### config.mk
export PLATFORM = sky130hd
export DESIGN_NAME = rltm_ctrl
export DESIGN_NICKNAME = d
export VERILOG_FILES = /design/src/rtl/rltm_pkg.sv /design/src/rtl/rltm_ctrl.sv
export SDC_FILE = /design/constraint.sdc
export NUM_CORES = 1
export LEC_CHECK = 0
export BUFFER_PORTS_ARGS = -buffer_cell sky130_fd_sc_hd__clkbuf_2
export CAP_MARGIN = 30
export CORE_AREA = 4 4 41 43
export DETAILED_ROUTE_END_ITERATION = 8
export DIE_AREA = 0 0 45 47
export PLACE_DENSITY = 0.43
export SETUP_SLACK_MARGIN = 0.15
export SLEW_MARGIN = 20
export SYNTH_ARGS = -nofsm -noshare
export SYNTH_HDL_FRONTEND = slang
export SYNTH_SLANG_ARGS = --single-unit
### constraint.sdc
create_clock -name clk -period 1.34 [get_ports clk]
set_clock_uncertainty 0.1 [all_clocks]
set_input_delay 0.067 -clock clk [delete_from_list [all_inputs] [get_ports clk]]
set_output_delay 0.067 -clock clk [all_outputs]
set_load 0.005 [all_outputs]
### src/rtl/rltm_pkg.sv
package rltm_pkg;

	localparam int CfgIdxBits = 1;
	localparam int CfgDataBits = 17;
	localparam logic [CfgIdxBits-1:0] REG_WHITE = 1'd0;
	localparam logic [CfgIdxBits-1:0] REG_THRESH = 1'd1;

	typedef enum logic [1:0] {
		ACT_APPEND_A = 2'd0,
		ACT_APPEND_B = 2'd1,
		ACT_COMPARE  = 2'd2,
		ACT_NONE     = 2'd3
	} action_t;

	typedef struct packed {
		logic [1:0]  action;
		logic [23:0] change_time;
		logic [7:0]  color;
		logic [23:0] length_a;
		logic [23:0] length_b;
	} in_word_t;

	typedef struct packed {
		logic [23:0] mismatch_time;
		logic [16:0] score;
		logic        is_neighbour;
	} out_word_t;

	typedef enum logic [2:0] {
		ST_IDLE,
		ST_FETCH,
		ST_WAIT,
		ST_STEP,
		ST_DIV,
		ST_DONE
	} state_t;

	// controller -> datapath
	typedef struct packed {
		logic load;      // latch compare word, reset walk
		logic fetch;     // issue memory reads for current indices
		logic step;      // advance walk one change
		logic div_start;
		logic div_run;
		logic finish;    // present result
	} cmd_t;

	// datapath -> controller
	typedef struct packed {
		logic walk_done;
		logic div_done;
	} sts_t;

endpackage

### src/rtl/rltm_ctrl.sv
module rltm_ctrl (
	input  logic          clk,
	input  logic          arst_n,
	input  logic          go,
	input  rltm_pkg::sts_t sts,
	output rltm_pkg::cmd_t cmd,
	output logic          busy
);
	import rltm_pkg::*;

	state_t state_q, state_d;

	always_ff @(posedge clk or negedge arst_n) begin
		if (!arst_n) state_q <= ST_IDLE;
		else state_q <= state_d;
	end

	always_comb begin
		state_d = state_q;
		cmd = '0;
		busy = 1'b1;
		unique case (state_q)
			ST_IDLE: begin
				busy = 1'b0;
				if (go) begin
					cmd.load = 1'b1;
					state_d = ST_FETCH;
				end
			end
			ST_FETCH: begin
				cmd.fetch = 1'b1;
				state_d = ST_WAIT;
			end
			ST_WAIT: state_d = ST_STEP;
			ST_STEP: begin
				if (sts.walk_done) begin
					cmd.div_start = 1'b1;
					state_d = ST_DIV;
				end else begin
					cmd.step = 1'b1;
					state_d = ST_FETCH;
				end
			end
			ST_DIV: begin
				cmd.div_run = 1'b1;
				if (sts.div_done) state_d = ST_DONE;
			end
			ST_DONE: begin
				cmd.finish = 1'b1;
				state_d = ST_IDLE;
			end
			default: state_d = ST_IDLE;
		endcase
	end

endmodule

==> results of run 1 <==
[through the flow]
stage	cells	hold WS [ps]	power (mW)	util, %
after global routing	59	72.95	1.011	31.83
after floorplan	22	-328.6	0.4948	-
final	59	64.10	0.9360	31.83
after detailed placement	46	-234.7	0.5504	21.54
after CTS	57	56.67	0.8691	28.94
after global placement	46	-235.2	0.5529	21.54
[routing by layer]
layer | track usage (%) | up-vias | routed length, um
met2 | 10.73 | 9 | 293
met4 | 5.263 | 0 | 0
met5 | 0 | - | 0
li1 | - | 118 | -
met3 | 2.299 | 0 | 39
met1 | 7.780 | 105 | 289
[area by class of cell]
class / count / area [um2] / share of cell area [%]
Timing Repair Buffer: 21 / 150.1 / 36.25
Multi-Input combinational cell: 15 / 136.4 / 32.93
Sequential cell: 3 / 78.83 / 19.03
Clock buffer: 4 / 26.28 / 6.344
Tap cell: 15 / 18.77 / 4.532
Inverter: 1 / 3.754 / 0.9063
[final timing paths]
check	startpoint	depth (start not counted)	to
worst max-delay path	state_q[1]	3	cmd[5]
worst min-delay path	arst_n	2	state_q[0]
worst max register to register	state_q[2]	4	state_q[0]
worst min register to register	state_q[2]	2	state_q[1]
max in group asynchronous	arst_n	2	state_q[2]
min in group clk	go	3	state_q[0]
[power by group]
group | total [mW] | switching (mW) | leakage (nW) | internal (mW)
Sequential | 0.216 | 0.0702 | 0.0336 | 0.146
Clock | 0.165 | 0.0527 | 0.0150 | 0.112
Combinational | 0.555 | 0.183 | 0.165 | 0.372
[placed cells by master, fill, tap and decap left out]
master                          instances
sky130_fd_sc_hd__or2_0                  1
sky130_fd_sc_hd__clkbuf_1               1
sky130_fd_sc_hd__nor3b_1                1
sky130_fd_sc_hd__nor2_1                 2
sky130_fd_sc_hd__buf_6                  4
sky130_fd_sc_hd__or3_4                  1
sky130_fd_sc_hd__and4bb_1               1
sky130_fd_sc_hd__a211o_1                1
sky130_fd_sc_hd__dfrtp_2                3
sky130_fd_sc_hd__xnor2_1                1
sky130_fd_sc_hd__nor3b_2                2
sky130_fd_sc_hd__dlygate4sd3_1          1
sky130_fd_sc_hd__nor4bb_2               1
sky130_fd_sc_hd__buf_4                  6
sky130_fd_sc_hd__nor2_2                 1
sky130_fd_sc_hd__inv_1                  1
sky130_fd_sc_hd__clkbuf_4               3
sky130_fd_sc_hd__and4b_1                1
sky130_fd_sc_hd__clkbuf_2               6
sky130_fd_sc_hd__and3b_2                1
sky130_fd_sc_hd__buf_2                  4
sky130_fd_sc_hd__or2_1                  1
[what timing repair did]
action | in CTS | in global routing
hold buffers | 1 | 0
setup buffers | 6 | 2
setup endpoints to repair | 8 | 9
hold endpoints to repair | 3 | 0
pin swaps | 3 | 1
gates cloned | 0 | 0
resized for setup | 5 | 9
[cell families after synthesis]
| family | after synthesis |
|---|---|
| simple gates | 13 |
| xor+xnor | 1 |
| flops | 3 |
| buf+inv | 4 |
| compound gates | 1 |
==> run_results.csv, run 1 <==
group,metric,value,unit
drt,drt_wirelength,622,um
global_routing,antenna_found_initial,0,
global_routing,via_count_of_the_first_global_routing_pass,248,
synthesis,synth_top_area_cell,"sky130_fd_sc_hd__dfrtp_1",
global_routing,overflow,0,
synthesis,ys_dominant_reg_cell,"sky130_fd_sc_hd__dfrtp_1",
synthesis,synth.yosys.seq_area_share,32.79,%
sta,timing.max_slew.rel_slack,86.77,%
drt,drc,0,
power_and_ir_drop,leakagePower,0.2135,nW
synthesis,synth-edff-count,0,
die,floorplan.die_area,0.002115,mm2
layout,largest_register_ffs,3,
global_routing,globalRouteTotalUtil,6.888,%
sta,slew_violations,0,
synthesis,netlist-cell-type-count,16,
setup_path,worstPathCellList,"or3_4, nor2_2, buf_2",
setup_path,setup.reg_to_reg.worst_slack,40,ps
die,dieHeight,47,um
setup_path,arrival_time_reported_for_the_critical_path_endpoint,1240,ps
global_routing,largest_net_degree_at_the_start_of_global_routing,8,
clock_tree,cts_tree,"built",
drt,route.detailed.wl_per_inst,10.54,um
synthesis,synth_compound_area_share,3.825,%
setup_path,worst-endpoint-required,1170,ps
synthesis,synth.yosys.warnings,0,
sta,post-route-min-period,1411,ps
synthesis,postSynthAreaPerCell,10.41,um2
clock_tree,cts.sink_count,3,
die,die_width,45,um
clock_tree,htree_levels,1,
power_and_ir_drop,powerDensity,2260,mW/mm2
synthesis,synthXorXnorAreaFrac,3.825,%
setup_path,start_kind,"flip-flop",
layout,final_layout_size_suffix_gt1_share,72.73,%
clock_tree,ctsRootBufferMaster,"sky130_fd_sc_hd__clkbuf_4",
status,status,"finished, violations left",
setup_path,timing.critical_path.to_type,"output pin",
placed_design,post_place_cell_area,280.3,um2
layout,largest-register,"state_q",
synthesis,synth_simple_gate_area_share,44.81,%
drt,routed_via_density,3.932,
synthesis,post_synth_fa_ha_maj_area_fraction,0,%
drt,detail_route.iter0.violations,2,
status,violations,"setup timing",
clock_tree,clk_transition_reported_paths,40,ps
flow_run,drv_cap,0,
power_and_ir_drop,ir_drop,0.0007760,V
die,core-area,0.001301,mm2
synthesis,synth_area,229.0,um2
layout,registers_with_the_most_flip_flops,"state_q: 3 flops",
die,effective_utilization_at_floorplan,17.60,%
drt,detailroute.via_count,232,
layout,num-nets-final,50,
layout,antennaDiodeCount,0,
sta,unrepaired_setup_endpoints_after_global_routing,"true",
synthesis,asyncSetResetFlopFracSynth,100.0,%
placed_design,numPortBuffers,11,
drt,dr_pass1_iterations,2,
placed_design,dp_hpwl,390.7,um
layout,layout-area-overhead-vs-synth,80.87,%
sta,hold_violations_final,0,
synthesis,synth_cells,22,
sta,report.final.setup_viol,2,
setup_path,critPathMaxStageDelay,420,ps
hold_path,worst_hold_path_type,"input port to asynchronous set/reset pin",
placed_design,place_ws,118.3,ps
sta,final_worst_path_cycle_share,105.3,%
layout,design_area,414.1,um2
setup_path,worstPathBufferInverterCount,1,
die,row_count,13,
synthesis,synth_top_area_share,32.79,%
sta,post-route-worst-setup-slack,-71.10,ps
drt,postRouteAntennaNets,0,
clock_tree,cts_made_buffers,3,
synthesis,synth.ff_latch_count,3,
synthesis,dominant_combinational_cell_family_by_area_after_synthesis,"simple AND/OR/NAND/NOR gates",
synthesis,ys_top_cells_by_area,"sky130_fd_sc_hd__dfrtp_1 33%, sky130_fd_sc_hd__buf_6 9.8%, sky130_fd_sc_hd__nor3b_1 9.8%",
setup_path,timing.critical_path.fanout_max,4,
clock_tree,clock_insertion_delay_at_the_later_pin_of_the_skew_report,230,ps
sta,tightestPinTransition,195.7,ps
sta,max_freq,0.7087,GHz
placed_design,gp_congestion,0.6435,
synthesis,synth_mux_area_share,0,%
setup_path,timing.critical_path.max_delay_family,"simple AND/OR/NAND/NOR gates",
setup_path,crit_type,"flip-flop to output pin",
setup_path,cp_slowest_cell,"sky130_fd_sc_hd__dfrtp_2",
clock_tree,ctsLongestPathBuffers,2,
layout,fillerInstances,146,
global_routing,grt_pass1_wl,1014,um
synthesis,post_synth_most_frequent_cells,"3 x sky130_fd_sc_hd__dfrtp_1, 3 x sky130_fd_sc_hd__nor3b_1, 2 x sky130_fd_sc_hd__buf_6, 2 x sky130_fd_sc_hd__nor2_1",
sta,finalSetupTns,-74.57,ps
synthesis,mappedNetlistNets,27,
die,design.portCount,12,
Power figures use the tool's default switching activity.
==> inputs of run 2 (changes only) <==
--- a/config.mk
+++ b/config.mk
@@ -5,12 +5,13 @@
 export SDC_FILE = /design/constraint.sdc
 export NUM_CORES = 1
 export LEC_CHECK = 0
+export ABC_AREA = 1
 export BUFFER_PORTS_ARGS = -buffer_cell sky130_fd_sc_hd__clkbuf_2
 export CAP_MARGIN = 30
 export CORE_AREA = 4 4 41 43
 export DETAILED_ROUTE_END_ITERATION = 8
 export DIE_AREA = 0 0 45 47
-export PLACE_DENSITY = 0.43
+export PLACE_DENSITY = 0.39
 export SETUP_SLACK_MARGIN = 0.15
 export SLEW_MARGIN = 20
 export SYNTH_ARGS = -nofsm -noshare
==> run_results.csv, run 2 <==
group,metric,value,unit
setup_path,worstPathBufferInverterCount,1,
synthesis,synth-edff-count,0,
layout,layout-area-overhead-vs-synth,82.24,%
drt,detailroute.via_count,252,
synthesis,post_synth_most_frequent_cells,"5 x sky130_fd_sc_hd__inv_1, 4 x sky130_fd_sc_hd__nor2_1",
sta,report.final.setup_viol,0,
setup_path,start_kind,"flip-flop",
synthesis,synth_top_area_cell,"sky130_fd_sc_hd__dfrtp_1",
setup_path,arrival_time_reported_for_the_critical_path_endpoint,1080,ps
drt,postRouteAntennaNets,0,
drt,dr_pass1_iterations,4,
setup_path,timing.critical_path.to_type,"output pin",
drt,drc,0,
power_and_ir_drop,powerDensity,2355,mW/mm2
die,die_width,45,um
clock_tree,ctsRootBufferMaster,"sky130_fd_sc_hd__clkbuf_4",
synthesis,synth.yosys.seq_area_share,39.47,%
die,row_count,13,
synthesis,netlist-cell-type-count,13,
synthesis,postSynthAreaPerCell,6.792,um2
drt,routed_via_density,4.000,
drt,drt_wirelength,570,um
sta,unrepaired_setup_endpoints_after_global_routing,"true",
setup_path,timing.critical_path.fanout_max,4,
die,dieHeight,47,um
status,status,"complete, no violations",
synthesis,synth_cells,28,
global_routing,largest_net_degree_at_the_start_of_global_routing,6,
synthesis,most_common_cell_in_the_netlist,"sky130_fd_sc_hd__inv_1",
sta,post-route-min-period,1244,ps
synthesis,synth.yosys.warnings,0,
setup_path,setup.reg_to_reg.worst_slack,230,ps
setup_path,setup.worst_path.start,"state_q[0]",
die,floorplan.die_area,0.002115,mm2
placed_design,dp_hpwl,389.5,um
global_routing,overflow,0,
sta,hold_violations_final,0,
setup_path,crit_type,"flip-flop to output pin",
sta,tightestPinTransition,193.4,ps
sta,timing.max_slew.rel_slack,87.01,%
clock_tree,cts_made_buffers,3,
clock_tree,clock_insertion_delay_at_the_later_pin_of_the_skew_report,240,ps
power_and_ir_drop,ir_drop,0.0007641,V
setup_path,cp_slowest_cell,"sky130_fd_sc_hd__dfrtp_2",
sta,slew_violations,0,
placed_design,gp_congestion,0.6529,
setup_path,timing.critical_path.max_delay_family,"flip-flops",
power_and_ir_drop,finalPower,0.8161,mW
clock_tree,cts_tree,"built",
synthesis,synth.ff_latch_count,3,
clock_tree,ctsLongestPathBuffers,2,
clock_tree,cts.sink_count,3,
hold_path,worst_hold_path_type,"input port to flip-flop",
layout,num-nets-final,54,
hold_path,holdCritStartpoint,"sts[1]",
die,effective_utilization_at_floorplan,14.62,%
flow_run,drv_cap,0,
layout,largest-register,"state_q",
synthesis,synth_area,190.2,um2
power_and_ir_drop,leakagePower,0.1937,nW
die,design.portCount,12,
layout,largest_register_ffs,3,
die,core-area,0.001301,mm2
global_routing,via_count_of_the_first_global_routing_pass,243,
placed_design,numPortBuffers,11,
drt,route.detailed.wl_per_inst,9.048,um
synthesis,ys_dominant_reg_cell,"sky130_fd_sc_hd__dfrtp_1",
global_routing,antenna_found_initial,0,
layout,final_layout_size_suffix_gt1_share,58.33,%
drt,detail_route.iter0.violations,6,
setup_path,worstPathCellList,"nor2_4, nand2_2, nor2_2, clkbuf_2",
global_routing,grt_pass1_wl,945,um
layout,antennaDiodeCount,0,
global_routing,globalRouteTotalUtil,6.962,%
synthesis,mappedNetlistNets,33,
synthesis,synth_top_area_share,39.47,%
layout,final_cell_mix,"11 x sky130_fd_sc_hd__clkbuf_2, 5 x sky130_fd_sc_hd__inv_1, 4 x sky130_fd_sc_hd__buf_4",
sta,max_freq,0.8041,GHz
setup_path,critical_path.reg2reg.startpoint,"state_q[0]",
setup_path,worst-endpoint-required,1170,ps
synthesis,asyncSetResetFlopFracSynth,100.0,%
setup_path,critPathMaxStageDelay,430,ps
synthesis,ys_top_cells_by_area,"sky130_fd_sc_hd__dfrtp_1 39%, sky130_fd_sc_hd__inv_1 9.9%, sky130_fd_sc_hd__nand3_1 7.9%",
clock_tree,htree_levels,1,
layout,registers_with_the_most_flip_flops,"state_q: 3 flops",
layout,fillerInstances,157,
layout,most_common_cell_after_layout_fill_and_taps_aside,"sky130_fd_sc_hd__clkbuf_2",
sta,finalSetupTns,0,ps
clock_tree,clk_transition_reported_paths,40,ps
sta,final_worst_path_cycle_share,92.80,%
==> run 2: cell types whose count changed in the layout (fill, tap and decap cells not counted), sizes merged, moves of 2 or more <==
cell,before,now
nor2,3,5
or2,2,0
nor3b,3,0
o21ai,0,2
nor3,0,3
nand2,0,4
clkbuf,10,15
nand3,0,3
inv,1,6
buf,14,4
==> run 2: logic make-up (layout without fill, tap and decap cells) <==
kind of cell	after synthesis	in the layout	synth area share (%)
AOI/OAI and AO/OA	3	3	10.53
buffers and inverters	7	27	13.81
DFF	3	3	39.47
and+or+nand+nor	15	15	36.18
==> run 2: where the power goes <==
| part | switching, mW | internal (mW) |
|---|---|---|
| logic | 0.216 | 0.215 |
| clock network | 0.0526 | 0.112 |
| registers | 0.0768 | 0.144 |
==> run 2: tightest hold or removal path, delay by kind of cell <==
kind,cells,cell delay (ps)
buffers and inverters,2,190
AO/OA/AOI/OAI,1,70
==> run 2: area by class of cell <==
type | instances | area, um2 | area share (%)
Clock buffer | 4 | 26.28 | 7.581
Inverter | 7 | 27.53 | 7.942
Multi-Input combinational cell | 18 | 101.3 | 29.24
Sequential cell | 3 | 77.57 | 22.38
Tap cell | 15 | 18.77 | 5.415
Timing Repair Buffer | 16 | 95.09 | 27.44
==> run 2: metal layers <==
| metal | global-route usage (%) | part of all wire [%] | vias to the layer above |
|---|---|---|---|
| li1 | - | - | 127 |
| met1 | 6.849 | 39 | 117 |
| met5 | 0 | 0 | - |
| met4 | 3.509 | 0 | 0 |
| met2 | 9.605 | 52 | 8 |
| met3 | 6.897 | 9.6 | 0 |
==> run 2: worst paths after layout <==
kind                       cells after the start         end
setup / recovery                               4      cmd[5]
hold / removal                                 3  state_q[2]
setup reg to reg                               5  state_q[0]
hold reg to reg                                1  state_q[1]
max in group asynchronous                      2  state_q[1]
min in group asynchronous                      2  state_q[0]
==> run 2: repair_timing <==
action                                  in CTS  in global routing
gates cloned                                 0                  0
hold buffers                                 1                  0
resized for setup                            4                  3
endpoints found under the setup margin       7                  8
pin swaps                                    2                  1
buffers inserted                             4                  0
endpoints found under the hold margin        3                  0
==> run 2: metrics by stage <==
step / std cells / utilization (%) / hold WS [ps] / worst slack, ps / area (um2)
after floorplan: 28 / - / -328.6 / 366.9 / 190.2
after global placement: 54 / 20.29 / -231.9 / 234.5 / 264.0
after detailed placement: 54 / 20.29 / -233.4 / 240.2 / 264.0
after CTS: 63 / 26.15 / 29.95 / 82.40 / 340.3
after global routing: 63 / 26.63 / 52.60 / 36.28 / 346.6
final: 63 / 26.63 / 24.62 / 96.41 / 346.6
